$ cat config.mk
export PLATFORM = sky130hd
export DESIGN_NAME = tmh_ctrl
export DESIGN_NICKNAME = d
export VERILOG_FILES = /design/src/rtl/core/tmh_pkg.sv /design/src/rtl/core/tmh_ctrl.sv
export SDC_FILE = /design/constraint.sdc
export NUM_CORES = 1
export LEC_CHECK = 0
export BUFFER_PORTS_ARGS = -buffer_cell sky130_fd_sc_hd__buf_2
export CAP_MARGIN = 20
export CORE_AREA = 2 2 39 41
export DETAILED_ROUTE_END_ITERATION = 10
export DIE_AREA = 0 0 41 43
export GPL_TIMING_DRIVEN = 0
export PLACE_DENSITY = 0.42
export SETUP_SLACK_MARGIN = 0.02
export SLEW_MARGIN = 5
export SYNTH_ARGS = -nofsm -noshare
export SYNTH_HDL_FRONTEND = slang
export SYNTH_SLANG_ARGS = --single-unit
$ cat constraint.sdc
create_clock -name clk -period 3.3 [get_ports clk]
set_clock_uncertainty 0.15 [all_clocks]
set_input_delay 0.66 -clock clk [delete_from_list [all_inputs] [get_ports clk]]
set_output_delay 0.66 -clock clk [all_outputs]
set_load 0.02 [all_outputs]
$ cat src/rtl/core/tmh_pkg.sv
// shared types, constants and helpers for the temporal median histogram core
// no dependencies; imported by every module of the block but tmh_ram
package tmh_pkg;

    localparam int ENTRIES     = 1024;
    localparam int COUNT_WIDTH = 16;
    localparam int BINS        = 256;
    localparam int BIN_W       = 8;
    localparam int ENTRY_W     = 10;
    localparam int SAMPLE_W    = 8;
    localparam int ENTRY_AW    = (ENTRIES > 1) ? $clog2(ENTRIES) : 1;
    localparam int ADDR_W      = ENTRY_AW + BIN_W;
    localparam int MEM_DEPTH   = 1 << ADDR_W;
    localparam int TOTAL_W     = COUNT_WIDTH + BIN_W;

    localparam logic OP_ACC   = 1'b0;
    localparam logic OP_QUERY = 1'b1;

    typedef enum logic [2:0] {
        S_CLEAR,
        S_IDLE,
        S_ACC_WR,
        S_SUM,
        S_SUM_END,
        S_SCAN,
        S_SCAN_END,
        S_DONE
    } state_t;

    typedef struct packed {
        logic clr_write;
        logic load;
        logic start_query;
        logic acc_write;
        logic issue;
        logic scan;
        logic out_load;
    } dp_cmd_t;

    typedef struct packed {
        logic clr_last;
        logic bin_last;
        logic out_busy;
    } dp_status_t;

    // row index of an entry in the count memory
    function automatic logic [ENTRY_AW-1:0] entry_idx(input logic [ENTRY_W-1:0] e);
        logic [31:0] w;
        w = 32'(e);
        return w[ENTRY_AW-1:0];
    endfunction

    function automatic logic entry_ok(input logic [ENTRY_W-1:0] e);
        return 32'(e) < 32'(ENTRIES);
    endfunction

endpackage

$ cat src/rtl/core/tmh_ctrl.sv
// controller state machine: clearing pass, accumulate and query sequencing
// depends on tmh_pkg
module tmh_ctrl (
    input  logic                clk,
    input  logic                rst_n,
    input  logic                in_valid,
    output logic                in_ready,
    input  logic                op,
    input  tmh_pkg::dp_status_t status,
    output tmh_pkg::dp_cmd_t    cmd,
    output tmh_pkg::state_t     state
);
    import tmh_pkg::*;

    state_t state_reg;
    state_t state_next;

    always_ff @(posedge clk or negedge rst_n)
    begin
        if (!rst_n)
        begin
            state_reg <= S_CLEAR;
        end
        else
        begin
            state_reg <= state_next;
        end
    end

    always_comb
    begin
        state_next = state_reg;
        cmd        = '0;
        in_ready   = 1'b0;
        unique case (state_reg)
            S_CLEAR:
            begin
                cmd.clr_write = 1'b1;
                if (status.clr_last)
                begin
                    state_next = S_IDLE;
                end
            end
            S_IDLE:
            begin
                in_ready = 1'b1;
                if (in_valid)
                begin
                    cmd.load = 1'b1;
                    if (op == OP_ACC)
                    begin
                        state_next = S_ACC_WR;
                    end
                    else
                    begin
                        cmd.start_query = 1'b1;
                        state_next      = S_SUM;
                    end
                end
            end
            S_ACC_WR:
            begin
                cmd.acc_write = 1'b1;
                state_next    = S_IDLE;
            end
            S_SUM:
            begin
                cmd.issue = 1'b1;
                if (status.bin_last)
                begin
                    state_next = S_SUM_END;
                end
            end
            S_SUM_END:
            begin
                state_next = S_SCAN;
            end
            S_SCAN:
            begin
                cmd.issue = 1'b1;
                cmd.scan  = 1'b1;
                if (status.bin_last)
                begin
                    state_next = S_SCAN_END;
                end
            end
            S_SCAN_END:
            begin
                cmd.scan   = 1'b1;
                state_next = S_DONE;
            end
            S_DONE:
            begin
                if (!status.out_busy)
                begin
                    cmd.out_load = 1'b1;
                    state_next   = S_IDLE;
                end
            end
            default:
            begin
                state_next = S_IDLE;
            end
        endcase
    end

    assign state = state_reg;

endmodule

==> impl_metrics.tcl, run 1 <==
set metrics [dict create \
    cp.arrival_ns 1.33 \
    yosysMostFrequentCell "nor2_1" \
    worstSetupEndpointType "output pin" \
    yosys_most_used_dff "dfrtp_1" \
    die_area_um2 1763 \
    synth.yosys.seq_area_share 0.2913 \
    outcome "complete, no violations" \
    ctsHoldBuffers 0 \
    synthTopCellsByArea "dfrtp_1, xnor2_1, nor3_4" \
    synth_top_area_frac 0.2913 \
    area_growth_pct 50.97 \
    synth_common_cells "nor2_1, dfrtp_1, nand2_1" \
    fin_util 0.2812 \
    critPathRequiredTime_ns 2.49 \
    die_width_um 41 \
    gr-usage-met2 0.1094 \
    core_area_um2 1384 \
    groute.layer.met1.usage 0.09121 \
    drc 0 \
    clkLatencyLatePin_ns 0.23 \
    post-route-period-util 0.6494 \
    htreeDepth 1 \
    hold_violations 0 \
    drv_slew 0 \
    switching_power_w 0.0002230 \
    place_congestion 0.6174 \
    max_freq_mhz 466.6 \
    gr-usage-all-layers 0.07863 \
    clk_pin_slew_ns 0.04 \
    crit_path_max_fanout 8 \
    antenna_found_initial 0 \
    nets 61 \
    avgSynthCellArea_um2 8.055 \
    grt_overflow_total 0 \
    maxSlewHeadroom 0.8214 \
    row_count 14 \
    p_int_w 0.0002102 \
    p_per_area_nw_per_um2 1113 \
    grt_start_max_net_pins 11 \
    tightest_slew_ns 0.2679 \
    cts_resized 0 \
    routed_wl_um 639 \
    layout_min_cycle_time_ns 2.143 \
    dp_hpwl_um 517.1 \
    grt_most_used_layer "met2" \
    switching_share 0.5148 \
    synth_area_um2 257.7 \
    syn-instance-count 32 \
    io_buffers 17 \
    max_stage_delay_ns 0.48 \
    seqPwrFrac 0.179 \
    finalSetupViolCount 0 \
    first_global_vias 254 \
    syn_nets 39 \
    num_vias 289 \
    cts_made_buffers 3 \
    power_frac_comb 0.674 \
    synth.distinct_cells 23 \
    drtIter0Drc 6 \
    final_layout_size_suffix_gt1_frac 0.4906 \
    finalSetupTns_ns 0 \
    synth-edff-count 0 \
    initial_core_util 0.1863 \
    synth_area_leader_cell "dfrtp_1" \
    power.leakage_nw 0.2060 \
    postRouteAntennaNets 0 \
    synth_seq_cells 3 \
    cts_setup_buffers 0 \
    cts_root_buf "clkbuf_4" \
    peakVddDrop_mv 0.3085 \
    holdWs_ns 0.06746 \
    ys_warn_count 0 \
    hp-class "primary input to async pin" \
    num_io_pins 18 \
    postSynth.asyncResetShare 1.000 \
    viasPerCell 4.188 \
    worst-path-buf-inv 2 \
    crit_chain "inv_2, nor3_4, and3_1, buf_2" \
    maxCapViolations 0 \
    cts.sinks 3 \
    wl_per_cell_um 9.261 \
    crit_family "flip-flops" \
    clock_path_buffers 2 \
    first_pass_iters 3 \
    critPathLaunchType "flip-flop" \
    critPathKind "flip-flop to output pin" \
    grt_pass1_wl_um 897 \
    largest_register_ff_count 3 \
    fill_cells 169 \
    rsz0062_at_grt "no" \
    antennaDiodeCount 0 \
    clkPwrFrac 0.147 \
    use_met3 0.01571 \
    fp.dieH_um 43 \
    cp_slowest_cell "dfrtp_1" \
    cts_tree "done" \
]
## cell usage in the layout (no fill, tap or decap)
cell / n
inv_1: 1
nor3_1: 1
buf_2: 18
o21bai_1: 1
o211ai_1: 1
mux2i_1: 1
buf_4: 1
and3_2: 1
inv_2: 1
nor2_1: 4
clkbuf_1: 1
nand2_1: 3
o22ai_1: 1
nand3_1: 1
xnor2_1: 2
and3_1: 1
a31oi_1: 1
and2_1: 1
nor3_2: 1
or2_1: 1
a21oi_1: 2
nor3_4: 1
clkbuf_4: 3
o311ai_1: 1
dfrtp_1: 3
## per-stage QoR
step                cell area (µm²)  total power, W  std cells  setup WS, ns
finish                        389.1       0.0004332         69         1.157
CTS                           389.1       0.0004430         69         1.128
global placement              362.8       0.0003774         65         1.346
global route                  389.1       0.0004760         69         1.044
floorplan                     257.7       0.0002929         32         1.229
detailed placement            362.8       0.0003759         65         1.350
## power groups by stage
stage               Sequential [W]  Combinational, W  Clock [W]
finish                   0.0000776          0.000292  0.0000636
global route             0.0000809          0.000325  0.0000698
CTS                      0.0000783          0.000297  0.0000677
detailed placement       0.0000786          0.000297          0
global placement         0.0000794          0.000298          0
floorplan                0.0000958          0.000197          0
## layer usage
metal / vias up / part of all wire / wire length, µm
met4: 0 / 0 / 0
met3: 0 / 0.077 / 49
met1: 123 / 0.46 / 294
met2: 11 / 0.46 / 295
met5: - / 0 / 0
li1: 155 / - / -
## area by class of cell
cell class	count	area, µm²	area share
Timing Repair Buffer	17	85.08	0.2186
Buffer	2	12.51	0.03215
Multi-Input combinational cell	25	162.7	0.4180
Sequential cell	3	75.07	0.1929
Inverter	2	7.507	0.01929
Tap cell	16	20.02	0.05145
Clock buffer	4	26.28	0.06752
## kinds of logic after synthesis
| family | count (synthesis) | share of synthesized area |
|---|---|---|
| muxes | 1 | 0.03884 |
| and+or+nand+nor | 15 | 0.3447 |
| DFF | 3 | 0.2913 |
| xor gates and xnor gates | 2 | 0.06797 |
| AOI/OAI and AO/OA | 7 | 0.1797 |
| buffers and inverters | 4 | 0.07763 |
## worst register-to-register path, cell delays in order, from the launching register on
cell	delay, ns
dfrtp_1	0.46
or2_1	0.28
a31oi_1	0.17
o22ai_1	0.10
## path summary, 6_finish.rpt
check | start | endpoint | slack, ns | cells after the start
max | state[0] | cmd[4] | 1.16 | 4
min | rst_n | state[0] | 0.07 | 1
max reg2reg | state[0] | state[0] | 2.02 | 3
min reg2reg | state[2] | state[2] | 0.48 | 2
max in group asynchronous | rst_n | state[2] | 2.83 | 1
min in group clk | state[2] | state[2] | 0.48 | 2
No activity file was read; power rests on OpenSTA's default activity.
==> run 2: changes to the inputs <==
--- a/config.mk
+++ b/config.mk
@@ -11,7 +11,7 @@
 export DETAILED_ROUTE_END_ITERATION = 10
 export DIE_AREA = 0 0 41 43
 export GPL_TIMING_DRIVEN = 0
-export PLACE_DENSITY = 0.42
+export PLACE_DENSITY = 0.43
 export SETUP_SLACK_MARGIN = 0.02
 export SLEW_MARGIN = 5
 export SYNTH_ARGS = -nofsm -noshare
==> constraint.sdc (replaced) <==
create_clock -name clk -period 1.95 [get_ports clk]
set_clock_uncertainty 0.15 [all_clocks]
set_input_delay 0.39 -clock clk [delete_from_list [all_inputs] [get_ports clk]]
set_output_delay 0.39 -clock clk [all_outputs]
set_load 0.02 [all_outputs]
==> run 2 against run 1 <==
Core utilization is 0.81 points higher. Register-to-register slack got worse by 1.3 ns. Largest cell class unchanged. Largest power group unchanged. Non-clock buffer count up 1. Global-route usage grew 0.18 points. Total power rose by 70%. Via count rose by 1.4%. Die area unchanged. Clock power increased by 68%. Count of clock-buffer cells in the layout did not move. Combinational power increased by 71%. First-iteration DRC count decreased by 17%. Hold slack gained 0.21 ns.
==> impl_metrics.tcl, run 2 (synthesized netlist as in run 1, its figures left out) <==
set metrics [dict create \
    outcome "complete, no violations" \
    maxSlewHeadroom 0.8391 \
    clkLatencyLatePin_ns 0.23 \
    max_freq_mhz 560.0 \
    gr-usage-all-layers 0.08040 \
    hold_violations 0 \
    switching_share 0.5136 \
    clock_path_buffers 2 \
    antenna_found_initial 0 \
    drv_slew 0 \
    core_area_um2 1384 \
    finalSetupViolCount 0 \
    cts_made_buffers 3 \
    routed_wl_um 649 \
    fp.dieH_um 43 \
    die_area_um2 1763 \
    drc 0 \
    clkPwrFrac 0.145 \
    num_io_pins 18 \
    layout_min_cycle_time_ns 1.786 \
    area_growth_pct 55.34 \
    switching_power_w 0.0003789 \
    antennaDiodeCount 0 \
    reg2reg_slack_ns 0.69 \
    place_congestion 0.6144 \
    grt_overflow_total 0 \
    worstSetupEndpointType "output pin" \
    crit_path_max_fanout 8 \
    crit_start "state[0]" \
    placed_cells 65 \
    grt_pass1_wl_um 931 \
    critPathLaunchType "flip-flop" \
    num_vias 293 \
    power_frac_comb 0.676 \
    wl_per_cell_um 9.271 \
    grt_start_max_net_pins 11 \
    crit_chain "inv_2, nor3_4, and3_1, buf_2" \
    critPathRequiredTime_ns 1.41 \
    final_layout_size_suffix_gt1_frac 0.5000 \
    cts_root_buf "clkbuf_4" \
    cts.sinks 3 \
    initial_core_util 0.1863 \
    die_width_um 41 \
    rr_worst_depth 3 \
    p_int_w 0.0003588 \
    place_area_um2 362.8 \
    cts_tree "done" \
    fin_util 0.2893 \
    postRouteAntennaNets 0 \
    cp.arrival_ns 1.25 \
    holdWs_ns 0.2807 \
    cp-endpoint "cmd[4]" \
    finalSetupTns_ns 0 \
    largest_register_ff_count 3 \
    maxCapViolations 0 \
    post-route-period-util 0.9157 \
    rsz0062_at_grt "no" \
    row_count 14 \
    nets 62 \
    cp_slowest_cell "dfrtp_2" \
    tightest_slew_ns 0.2375 \
    hp-class "primary input to flip-flop" \
    io_buffers 17 \
    layout_commonest_cell "buf_2" \
    r2r-start "state[1]" \
    drtIter0Drc 5 \
    p_per_area_nw_per_um2 1842 \
    stdcell_count 70 \
    power.leakage_nw 0.2096 \
    viasPerCell 4.186 \
    critPathKind "flip-flop to output pin" \
    htreeDepth 1 \
    final_cell_mix "buf_2, nor2_1, nand2_1, clkbuf_4" \
    max_stage_delay_ns 0.43 \
    peakVddDrop_mv 0.5307 \
    clk_pin_slew_ns 0.04 \
    reg2reg_to "state[1]" \
    first_global_vias 229 \
    stdcell_area_um2 400.4 \
    seqPwrFrac 0.179 \
    first_pass_iters 4 \
]
[run 2: worst min path at each step]
stage / from / to / slack, ns / depth (start not counted)
finish: status[0] / state[1] / 0.28 / 3
global route: status[0] / state[1] / 0.30 / 3
CTS: status[0] / state[1] / 0.28 / 3
detailed placement: rst_n / state[0] / 0.04 / 1
global placement: rst_n / state[0] / 0.04 / 1
floorplan: rst_n / state[0] / -0.06 / 0
[run 2: what timing repair did]
action	4_1_cts	5_1_grt
endpoints found under the hold margin	3	0
endpoints found under the setup margin	0	2
resized for setup	0	1
buffers inserted	0	0
hold buffers	1	0
[run 2: final cells by class]
| class | instances | area (µm²) |
|---|---|---|
| multi-input combinational | 25 | 162.7 |
| inverter | 2 | 7.507 |
| fill | 166 | 983.4 |
| clock buffer | 4 | 26.28 |
| buffer | 2 | 12.51 |
| timing repair buffer | 18 | 95.09 |
| tap | 16 | 20.02 |
| sequential | 3 | 76.32 |
[run 2: worst max-delay path, delay by kind of cell (launching register included)]
| kind | cells | cell delay (ns) |
|---|---|---|
| buf+inv | 2 | 0.25 |
| simple gates | 2 | 0.33 |
| flops | 1 | 0.43 |
[run 2: per-stage QoR]
step	total power [W]	setup WS, ns
CTS	0.0007491	0.06358
floorplan	0.0004956	0.1493
global route	0.0008014	0.1038
global placement	0.0006365	0.3059
finish	0.0007377	0.1643
detailed placement	0.0006342	0.3168
[run 2: routing by layer]
metal  share of wire  track usage
met5               0            0
met4               0      0.08000
met3            0.12      0.01571
met2            0.45       0.1000
met1            0.44       0.1065
[run 2: power by group through the flow]
stage	Combinational (W)	Sequential, W	Clock, W
after floorplan	0.000334	0.000162	0
after global placement	0.000503	0.000134	0
after detailed placement	0.000503	0.000131	0
after CTS	0.000505	0.000131	0.000114
after global routing	0.000550	0.000137	0.000115
final	0.000499	0.000132	0.000107
